### config.mk
export PLATFORM = sky130hd
export DESIGN_NAME = midi_note_gate
export DESIGN_NICKNAME = d
export VERILOG_FILES = /design/src/mng_pkg.sv /design/src/mng_ram.sv /design/src/midi_note_gate.sv
export SDC_FILE = /design/constraint.sdc
export NUM_CORES = 1
export LEC_CHECK = 0
export BUFFER_PORTS_ARGS = -buffer_cell sky130_fd_sc_hd__buf_2
export CAP_MARGIN = 10
export CORE_MARGIN = 3
export CORE_UTILIZATION = 62
export CTS_CLUSTER_SIZE = 40
export DETAILED_ROUTE_END_ITERATION = 10
export PLACE_DENSITY_LB_ADDON = 0.05
export SLEW_MARGIN = 40
export SYNTH_ARGS = -nofsm -noshare
export SYNTH_HDL_FRONTEND = slang
export SYNTH_SLANG_ARGS = --single-unit
### constraint.sdc
create_clock -name clk -period 4.85 [get_ports clk]
set_clock_uncertainty 0.05 [all_clocks]
set_input_delay 0.7275 -clock clk [delete_from_list [all_inputs] [get_ports clk]]
set_output_delay 0.7275 -clock clk [all_outputs]
set_load 0.005 [all_outputs]
### src/mng_pkg.sv
// ----------------------------------------------------------------------------
// mng_pkg: shared types and constants of the MIDI note gate
// Transfer payloads, command codes and MIDI status constants.
// ----------------------------------------------------------------------------
package mng_pkg;

  // Command codes carried in the event transfer.
  localparam logic [1:0] CMD_NOTE_ON       = 2'd0;
  localparam logic [1:0] CMD_NOTE_OFF      = 2'd1;
  localparam logic [1:0] CMD_ALL_NOTES_OFF = 2'd2;
  localparam logic [1:0] CMD_GATE_LEVEL    = 2'd3;

  // MIDI status bytes with the channel nibble left at zero.
  localparam logic [7:0] STATUS_NOTE_OFF = 8'h80;
  localparam logic [7:0] STATUS_NOTE_ON  = 8'h90;
  localparam logic [7:0] STATUS_CC       = 8'hB0;

  localparam logic [6:0] CC_ALL_NOTES_OFF = 7'd123;
  localparam logic [3:0] CHANNEL_LAST     = 4'd15;

  // Threshold after reset: one half of full scale.
  localparam logic [15:0] THRESHOLD_RESET = 16'h8000;

  // A table entry holds the channel above the pitch.
  localparam int KEY_W = 11;

  typedef struct packed {
    logic [1:0]  cmd;
    logic [3:0]  channel;
    logic [6:0]  note_number;
    logic [6:0]  velocity;
    logic        all_channels;
    logic [15:0] gate_level;
  } event_t;

  typedef struct packed {
    logic [7:0] status_byte;
    logic [6:0] data_one;
    logic [6:0] data_two;
    logic [3:0] out_channel;
    logic       untracked;
    logic       last;
  } msg_t;

endpackage

### src/mng_ram.sv
// ----------------------------------------------------------------------------
// mng_ram: generic single-write, single-read synchronous RAM
// The read data is registered and holds until the next read.
// ----------------------------------------------------------------------------
module mng_ram #(
  parameter int WIDTH = 11,
  parameter int DEPTH = 32
) (
  input  logic                                    clk,
  input  logic                                    we,
  input  logic [((DEPTH > 1) ? $clog2(DEPTH) : 1)-1:0] waddr,
  input  logic [WIDTH-1:0]                        wdata,
  input  logic                                    re,
  input  logic [((DEPTH > 1) ? $clog2(DEPTH) : 1)-1:0] raddr,
  output logic [WIDTH-1:0]                        rdata
);

  logic [WIDTH-1:0] mem [DEPTH];

  always_ff @(posedge clk) begin
    if (we) begin
      mem[waddr] <= wdata;
    end
    if (re) begin
      rdata <= mem[raddr];
    end
  end

endmodule

### src/midi_note_gate.sv
// ----------------------------------------------------------------------------
// midi_note_gate: MIDI event gate with a table of active notes
// Gates note-ons on a control level, tracks them and flushes them on closing.
// ----------------------------------------------------------------------------
// Events arrive on the event channel (event_valid, event_stall, event_data) and
// MIDI messages leave on the msg channel (msg_valid, msg_stall, msg_data). One
// event is handled at a time; event_stall is high while an event is at work.
// A note-on while the gate is open or a note-off searches the whole table, one
// entry per cycle through the table RAM's read port; its message, if there is
// one, is formed in the finishing step, after which the next event may follow.
// A note-on while the gate is closed and a gate update that does not close the
// gate are handled without leaving idle. A closing gate walks the table: each
// slot is checked, and each active note is read and sent as a note-off.
// An all-notes-off gives one control change per cycle while the output is not
// stalled, sixteen when all channels are chosen. The output register lets the
// next event be taken while a message waits; a stalled message simply holds
// the walk or the finishing step. Reset clears the valid bits of the table,
// closes the gate and sets the threshold to one half; the block takes an event
// straight away. The threshold is written through cfg_write and cfg_data, by
// the user only while idle; the block does not enforce it.
// ----------------------------------------------------------------------------
module midi_note_gate #(
  parameter int MAX_ACTIVE_NOTES = 32
) (
  input  logic           clk,
  input  logic           rst,
  input  logic           event_valid,
  output logic           event_stall,
  input  mng_pkg::event_t event_data,
  output logic           msg_valid,
  input  logic           msg_stall,
  output mng_pkg::msg_t  msg_data,
  input  logic           cfg_write,
  input  logic [15:0]    cfg_data
);

  localparam int IDX_W = (MAX_ACTIVE_NOTES > 1) ? $clog2(MAX_ACTIVE_NOTES) : 1;
  localparam int CNT_W = $clog2(MAX_ACTIVE_NOTES + 1);
  localparam logic [CNT_W-1:0] CNT_END = CNT_W'(MAX_ACTIVE_NOTES);

  // Sequencer states.
  localparam logic [2:0] ST_IDLE     = 3'd0;
  localparam logic [2:0] ST_SCAN     = 3'd1;
  localparam logic [2:0] ST_FINISH   = 3'd2;
  localparam logic [2:0] ST_FLUSH_RD = 3'd3;
  localparam logic [2:0] ST_FLUSH_EM = 3'd4;
  localparam logic [2:0] ST_CC       = 3'd5;

  logic [2:0]                  state;
  logic [15:0]                 threshold;
  logic                        gate_open;
  logic [MAX_ACTIVE_NOTES-1:0] valid;
  mng_pkg::event_t             item;
  logic [CNT_W-1:0]            idx;
  logic                        chk_v;
  logic [IDX_W-1:0]            chk_idx;
  logic                        match;
  logic [IDX_W-1:0]            match_idx;
  logic                        free_found;
  logic [IDX_W-1:0]            free_idx;
  logic [3:0]                  cc_chan;

  logic                        accept;
  logic                        now_open;
  logic                        out_free;
  logic                        msg_load;
  mng_pkg::msg_t               load_data;
  logic [IDX_W-1:0]            idx_a;
  logic                        ram_we;
  logic                        ram_re;
  logic [mng_pkg::KEY_W-1:0]   ram_rdata;
  logic [mng_pkg::KEY_W-1:0]   item_key;
  logic [MAX_ACTIVE_NOTES-1:0] rest;

  assign event_stall = (state != ST_IDLE);
  assign accept      = event_valid && !event_stall;
  assign now_open    = event_data.gate_level > threshold;
  assign out_free    = !msg_valid || !msg_stall;
  assign idx_a       = idx[IDX_W-1:0];
  assign item_key    = {item.channel, item.note_number};

  // The search reads one entry a cycle; the flush reads only active entries.
  assign ram_re = ((state == ST_SCAN) && (idx != CNT_END)) ||
                  ((state == ST_FLUSH_RD) && (idx != CNT_END) && valid[idx_a]);

  // Active notes that remain once the entry now being flushed is gone.
  always_comb begin
    rest        = valid;
    rest[idx_a] = 1'b0;
  end

  // Message formation and the table write of a newly tracked note.
  always_comb begin
    msg_load  = 1'b0;
    load_data = '0;
    ram_we    = 1'b0;
    unique case (state)
      ST_FINISH: begin
        if (out_free) begin
          if (item.cmd == mng_pkg::CMD_NOTE_ON) begin
            msg_load              = 1'b1;
            load_data.status_byte = mng_pkg::STATUS_NOTE_ON | {4'b0, item.channel};
            load_data.data_one    = item.note_number;
            load_data.data_two    = item.velocity;
            load_data.out_channel = item.channel;
            load_data.untracked   = !match && !free_found;
            load_data.last        = 1'b1;
            ram_we                = !match && free_found;
          end else if (match) begin
            msg_load              = 1'b1;
            load_data.status_byte = mng_pkg::STATUS_NOTE_OFF | {4'b0, item.channel};
            load_data.data_one    = item.note_number;
            load_data.out_channel = item.channel;
            load_data.last        = 1'b1;
          end
        end
      end
      ST_FLUSH_EM: begin
        if (out_free) begin
          msg_load              = 1'b1;
          load_data.status_byte = mng_pkg::STATUS_NOTE_OFF | {4'b0, ram_rdata[10:7]};
          load_data.data_one    = ram_rdata[6:0];
          load_data.out_channel = ram_rdata[10:7];
          load_data.last        = (rest == '0);
        end
      end
      ST_CC: begin
        if (out_free) begin
          msg_load              = 1'b1;
          load_data.status_byte = mng_pkg::STATUS_CC | {4'b0, cc_chan};
          load_data.data_one    = mng_pkg::CC_ALL_NOTES_OFF;
          load_data.out_channel = cc_chan;
          load_data.last        = !item.all_channels || (cc_chan == mng_pkg::CHANNEL_LAST);
        end
      end
      default: begin
      end
    endcase
  end

  mng_ram #(
    .WIDTH (mng_pkg::KEY_W),
    .DEPTH (MAX_ACTIVE_NOTES)
  ) u_table (
    .clk   (clk),
    .we    (ram_we),
    .waddr (free_idx),
    .wdata (item_key),
    .re    (ram_re),
    .raddr (idx_a),
    .rdata (ram_rdata)
  );

  // Threshold register.
  always_ff @(posedge clk) begin
    if (rst) begin
      threshold <= mng_pkg::THRESHOLD_RESET;
    end else if (cfg_write) begin
      threshold <= cfg_data;
    end
  end

  // Sequencer, valid bits and the gate.
  always_ff @(posedge clk) begin
    if (rst) begin
      state     <= ST_IDLE;
      gate_open <= 1'b0;
      valid     <= '0;
      chk_v     <= 1'b0;
    end else begin
      unique case (state)
        ST_IDLE: begin
          if (accept) begin
            item       <= event_data;
            idx        <= '0;
            chk_v      <= 1'b0;
            match      <= 1'b0;
            free_found <= 1'b0;
            cc_chan    <= event_data.all_channels ? 4'd0 : event_data.channel;
            case (event_data.cmd)
              mng_pkg::CMD_NOTE_ON: begin
                if (gate_open) begin
                  state <= ST_SCAN;
                end
              end
              mng_pkg::CMD_NOTE_OFF: begin
                state <= ST_SCAN;
              end
              mng_pkg::CMD_ALL_NOTES_OFF: begin
                valid <= '0;
                state <= ST_CC;
              end
              default: begin
                gate_open <= now_open;
                if (gate_open && !now_open) begin
                  state <= ST_FLUSH_RD;
                end
              end
            endcase
          end
        end
        ST_SCAN: begin
          // Issue one read a cycle and compare the entry read the cycle before.
          if (idx != CNT_END) begin
            idx     <= idx + CNT_W'(1);
            chk_v   <= 1'b1;
            chk_idx <= idx_a;
          end else begin
            chk_v <= 1'b0;
            if (!chk_v) begin
              state <= ST_FINISH;
            end
          end
          if (chk_v) begin
            if (valid[chk_idx] && (ram_rdata == item_key)) begin
              match     <= 1'b1;
              match_idx <= chk_idx;
            end
            if (!valid[chk_idx] && !free_found) begin
              free_found <= 1'b1;
              free_idx   <= chk_idx;
            end
          end
        end
        ST_FINISH: begin
          if (item.cmd == mng_pkg::CMD_NOTE_ON) begin
            if (out_free) begin
              if (!match && free_found) begin
                valid[free_idx] <= 1'b1;
              end
              state <= ST_IDLE;
            end
          end else if (!match) begin
            state <= ST_IDLE;
          end else if (out_free) begin
            valid[match_idx] <= 1'b0;
            state            <= ST_IDLE;
          end
        end
        ST_FLUSH_RD: begin
          if (idx == CNT_END) begin
            state <= ST_IDLE;
          end else if (valid[idx_a]) begin
            state <= ST_FLUSH_EM;
          end else begin
            idx <= idx + CNT_W'(1);
          end
        end
        ST_FLUSH_EM: begin
          // Each flushed note leaves the table as its message is sent.
          if (out_free) begin
            valid[idx_a] <= 1'b0;
            idx          <= idx + CNT_W'(1);
            state        <= ST_FLUSH_RD;
          end
        end
        ST_CC: begin
          if (out_free) begin
            if (load_data.last) begin
              state <= ST_IDLE;
            end else begin
              cc_chan <= cc_chan + 4'd1;
            end
          end
        end
        default: begin
          state <= ST_IDLE;
        end
      endcase
    end
  end

  // Output register: a message waits here while the receiver stalls.
  always_ff @(posedge clk) begin
    if (rst) begin
      msg_valid <= 1'b0;
    end else if (msg_load) begin
      msg_valid <= 1'b1;
    end else if (!msg_stall) begin
      msg_valid <= 1'b0;
    end
  end

  always_ff @(posedge clk) begin
    if (msg_load) begin
      msg_data <= load_data;
    end
  end

  // A new message never overwrites one that is still waiting.
  a_no_overwrite: assert property (@(posedge clk) disable iff (rst)
    msg_load |-> (!msg_valid || !msg_stall))
    else $error("message loaded over a stalled message");

  // The final message of a flush leaves the table empty.
  a_flush_empties: assert property (@(posedge clk) disable iff (rst)
    (msg_load && load_data.last && (state == ST_FLUSH_EM)) |=> (valid == '0))
    else $error("table not empty after the last flushed note");

  // A flush that has walked the whole table has cleared every entry.
  a_flush_end: assert property (@(posedge clk) disable iff (rst)
    ((state == ST_FLUSH_RD) && (idx == CNT_END)) |-> (valid == '0))
    else $error("flush finished with active notes left");

  // Notes are only entered into the table while the gate is open.
  a_write_open: assert property (@(posedge clk) disable iff (rst)
    ram_we |-> (gate_open && !valid[free_idx]))
    else $error("table written while gate closed or into a used slot");

endmodule

# Word level (Yosys, flattened, before mapping)

Memory sizes are Yosys's and may differ from the RTL's. A register that Yosys moved wholly into a read port is not among the register bits.
Index checks and enable logic that the tools add are counted.

Bits in registers: 130
Bits in latches: 0
Memory bits (writable): 352
ROM bits: 0
Input bits: 58
Output and inout bits: 30
Word-level logic and storage cells: 203
Memories: 1

Memory list:

| name        | depth | width | rd ports | clocked after Yosys merged registers in | wr ports | line          | RTL |
|---|---|---|---|---|---|---|---|
| u_table.mem | 32    | 11    | 1        | 1                                       | 1        | mng_ram.sv:18 | `logic [WIDTH-1:0] mem [DEPTH];` |

Add/subtract/negate cells: 2
Multipliers: 0
Divide/modulo/power cells: 0
Magnitude comparators: 8
Equality and inequality tests: 32
Shifts and indexed selects: 0
Mux-type cells: 82
Bitwise gates (word level): 7
Reduce and logical (&&, ||, !) cells: 47

Operators with widths:

| cell               | count |
|---|---|
| $mux 32            | 8 |
| $pmux 32 s3        | 1 |
| $and 32x32->32     | 2 |
| $not 32->32        | 2 |
| $mux 15            | 4 |
| $pmux 15 s3        | 1 |
| $mux 3             | 13 |
| $logic_not 32->1   | 1 |
| $mux 4             | 8 |
| $or 32x32->32      | 1 |
| $mux 6             | 5 |
| $mux 28            | 1 |
| $mux 1             | 25 |
| $lt 5x6->1 const B | 4 |
| $pmux 6 s4         | 1 |
| $ne 2x2->1 const B | 11 |
| $pmux 3 s6         | 1 |
| $gt 16x16->1       | 1 |
| $demux 1 s5        | 3 |
| $ge 5x1->1 const B | 3 |
| $reduce_and 5->1   | 3 |
| $reduce_and 7->1   | 2 |
| $logic_and 1x1->1  | 12 |
| $pmux 4 s3         | 1 |
| 35 further kinds   | 64 |

# Depth between registers and ports, before layout

Depth in word-level cells: 12
Gate-level depth with buffers: 14
Depth with buffers taken out: 9

# Hierarchy

Synthesis repeated with hierarchy kept, for this count alone.

Cell total of the unflattened synthesis: 1582
Area, all modules: 21506.9 um^2

Modules (own cells, without submodules):

| module         | times used | cells an instance | area each (um^2) | seq. area each (um^2) |
|---|---|---|---|---|
| mng_ram        | 1          | 801               | 14310.0          | 10900.5 |
| midi_note_gate | 1          | 781               | 7196.9           | 3213.1 |

# Worst setup path after synthesis

Ideal clock, no wire load.

Path kind: reg-to-reg
Start: reg idx[1]
End: reg idx[0], enable pin
Library setup time: 0.377 ns
Arrival time: 3.095 ns
Data required time: 4.423 ns
Setup slack: 1.329 ns
Stages on the path, launching flop included: 13
Buffers on the path: 5
Period minus slack after synthesis: 3.521 ns
Path through: edfxtp_1 > clkbuf_1 > clkbuf_1 > buf_1 > buf_1 > inv_1 > ha_1 > buf_2 > nand3_1 > and3_1 > o21ai_0 > o21a_1 > nor3_1

Cells in the longest elaborated chain, start to end: 4
Elaborated cells between the ends (all ways): 8
Those cells by class: 5 x eq/ne; 2 x mux; 1 x reduce/logical

RTL lines:

| element                             | line                  | RTL |
|---|---|---|
| from (decl)                         | midi_note_gate.sv:54  | `logic [CNT_W-1:0] idx;` |
| from (signal assigned)              | midi_note_gate.sv:205 | `idx <= idx + CNT_W'(1);` |
| from (signal assigned)              | midi_note_gate.sv:246 | `idx <= idx + CNT_W'(1);` |
| from (signal assigned)              | midi_note_gate.sv:253 | `idx <= idx + CNT_W'(1);` |
| $bmux 1 s5                          | midi_note_gate.sv:243 | `end else if (valid[idx_a]) begin` |
| $mux 1 (not written as such)        | midi_note_gate.sv:243 |  |
| $ne 2x2->1 (no source line)         | --                    |  |
| $reduce_and 7->1 (no source line) * | --                    |  |

Every way passes the cells marked *; elsewhere a longest branch is shown, timed or not. The select of a mux whose other input is x is not followed.
A chain may end at the register's enable or synchronous reset.

# Worst setup path after layout

Start: reg state[1]
End: mem u_table.mem[10][9], enable pin

Cells in the longest elaborated chain, start to end: 4

RTL lines:

| element                      | line                  | RTL |
|---|---|---|
| from (decl)                  | midi_note_gate.sv:49  | `logic [2:0] state;` |
| from (signal assigned)       | midi_note_gate.sv:166 | `state <= ST_IDLE;` |
| from (signal assigned)       | midi_note_gate.sv:183 | `state <= ST_SCAN;` |
| from (signal assigned)       | midi_note_gate.sv:187 | `state <= ST_SCAN;` |
| $eq 3x2->1                   | midi_note_gate.sv:97  | `unique case (state)` |
| $mux 1                       | midi_note_gate.sv:97  |  |
| $mux 1                       | mng_ram.sv:21         | `if (we) begin` |
| $mux 1 (not written as such) | mng_ram.sv:22         | `mem[waddr] <= wdata;` |
| to (decl)                    | mng_ram.sv:18         |  |

No other way between the ends.

==> flow_summary.ini <==
[cells_and_area]
layout-drive-gt1-share = 0.235
area_delta_synth_final_pct = 13.0
post-route-util = 0.722
layout_common_cells = edfxtp_1 (434), mux4_2 (109), nand2_1 (100)
final_common_cell = edfxtp_1
num_antenna_cells = 0
layout.nets = 1574

[critical_path]
crit_required_ns = 5.07
crit_type = flop to flop
worstRegToRegCells = 7
reg2reg_to = u_table.mem[10][9]
rrSetupSlack_ns = 0.89
cp-end-kind = flop
startpoint_type = flop
crit_arrival_ns = 4.18
cp_max_fo = 37
r2r_start = state[1]

[min_path]
hold-path-endpoint = item[30]
min_from = event_data[30]
hold_path.class = input pin to flop
min_path_cells = 1

[clock_network]
clk_pin_slew_ns = 0.07
cts.root.buffer_cell = clkbuf_16
clockBufferDepth = 3
numCtsBuffers = 48
clk-insertion-delay-late_ns = 0.59
post_cts_resized = 0
cts.sinks = 488
h-tree-depth = 2
hold_buffers = 0
post-cts-setup-buffers = 0
cts_tree = yes

[floorplanning]
start_util = 0.639
die_height_um = 190
die_x_um = 190
rows = 66
ioPinCount = 88
die_area_um2 = 36300
core-area_um2 = 33000

[routing]
totalWireLength_um = 56200
first_pass_iters = 6
wl_per_cell_um = 28.6
drt-vias-per-instance = 6.72
drc = 0
drt_iter0_drc = 1749
drtAntennaViolNets = 0
routed-via-count = 13200

[timing]
slew_headroom = 0.429
timing.final.crit_share = 0.816
final.setup.tns_ns = 0
finalWorstPathRequiredPeriod_ns = 3.96
hold_viol = 0
finalSetupViolations = 0
rsz0062_at_grt = false
fin_hold_ws_ns = 0.259
tightest_slew_ns = 0.854
fmax_mhz = 253
slew_viol_final = 0

[synthesis]
async_flop_share = 0
avgSynthCellArea_um2 = 15.3
synth_cells = 1376
synth.distinct_cells = 73
synthFlopType = edfxtp_1
syn_area_um2 = 21100
synth_edf_count = 434
syn-num-nets = 1459
ys_ff_latch = 488
ys_warn_count = 0
ys_seq_area_frac = 0.669

[global_routing]
grt_start_max_net_pins = 98
antenna_found_initial = 1
grt_remaining_overflow = 0
grt_pass1_vias = 12800
grt_pass1_wl_um = 84200
grt_usage = 0.318

[power]
p_leak_nw = 8.02
powerDensity_nw_per_um2 = 468
vdd_drop_max_uv = 365

[placement]
place_hpwl_um = 36200
port_buffers = 86
place_congestion = 0.986

[run_status]
outcome = finished, final reports clean

[run]
max_cap_violations = 0
-- cell usage after synthesis, drive strengths merged (25+ instances only) --
cell type	number	area, um^2
edfxtp	434	13000
mux4	109	2450
nand2	100	375
a21oi	97	485
nor2	90	340
dfxtp	54	1080
o21ai	54	270
clkbuf	50	188
buf	36	188
inv	31	116
mux2i	31	310
nand3	27	135
ha	25	313
-- per-layer routing --
metal | track usage | routed length, um | vias to the layer above
li1 | - | - | 5631
met1 | 0.455 | 21900 | 6676
met2 | 0.508 | 27300 | 800
met3 | 0.0601 | 5100 | 119
met4 | 0.100 | 1890 | 0
met5 | 0 | 0 | -
-- sequential cells by signal, indices dropped and copies added, names as in the netlist, 3 cells and up --
signal and count:
match_idx 5, msg_data 23, cc_chan 4, u_table.mem 352, threshold 16, chk_idx 5
valid 32, free_idx 5, idx 6, state 3, u_table.rdata 11, item 21
-- how the worst max path moves through the flow --
| stage | start | to | slack (ns) |
|---|---|---|---|
| after floorplan | idx[1] | idx[0] | 1.33 |
| after global placement | state[1] | u_table.mem[1][0] | 0.98 |
| after detailed placement | state[1] | u_table.mem[2][6] | 0.94 |
| after CTS | state[1] | u_table.mem[2][4] | 0.89 |
| after global routing | state[1] | u_table.mem[9][0] | 0.75 |
| final | state[1] | u_table.mem[10][9] | 0.89 |
-- cells by family after synthesis --
logic type,after synthesis,share of synthesized area
AO/OA/AOI/OAI,247,0.0708
XOR/XNOR,16,0.00664
adder cells (fa/ha/maj),25,0.0148
buffers and inverters,118,0.0235
flip-flops,488,0.669
multiplexers,155,0.139
other,1,0.000178
AND/OR/NAND/NOR,326,0.0758
-- worst max-delay path, stage by stage, from the launching register on --
cell	delay, ns
dfxtp_1	0.66
or3b_2	0.83
nor2_2	0.33
nand2_1	0.15
nor3b_2	0.44
nand2_1	0.40
nor2_1	0.50
buf_4	0.27
-- final cells by class --
class / instances / area, um^2
inverters: 32 / 120
repair buffers: 151 / 1000
multi-input cells: 770 / 6520
well taps: 442 / 553
clock inverters: 28 / 295
flip-flops and latches: 488 / 14100
fillers: 2096 / 9200
clock buffers: 56 / 1230
-- report_power, final --
group / leakage [nW] / total [mW] / switching (mW) / internal, mW
clock: 0.737 / 3.64 / 1.56 / 2.08
sequential: 4.36 / 5.02 / 0.148 / 4.87
combinational: 2.91 / 2.49 / 1.51 / 0.977
total: 8.02 / 11.1 / 3.21 / 7.93
-- metrics by stage --
step	cells	area, um^2	total power [mW]	setup WS (ns)
finish	1967	23800	11.1	0.893
floorplan	1376	21100	6.69	1.33
global route	1967	23800	11.5	0.749
detailed placement	1882	22300	7.56	0.942
CTS	1966	23800	11.2	0.888
global placement	1872	22200	7.50	0.984
Power figures use the tool's default switching activity.
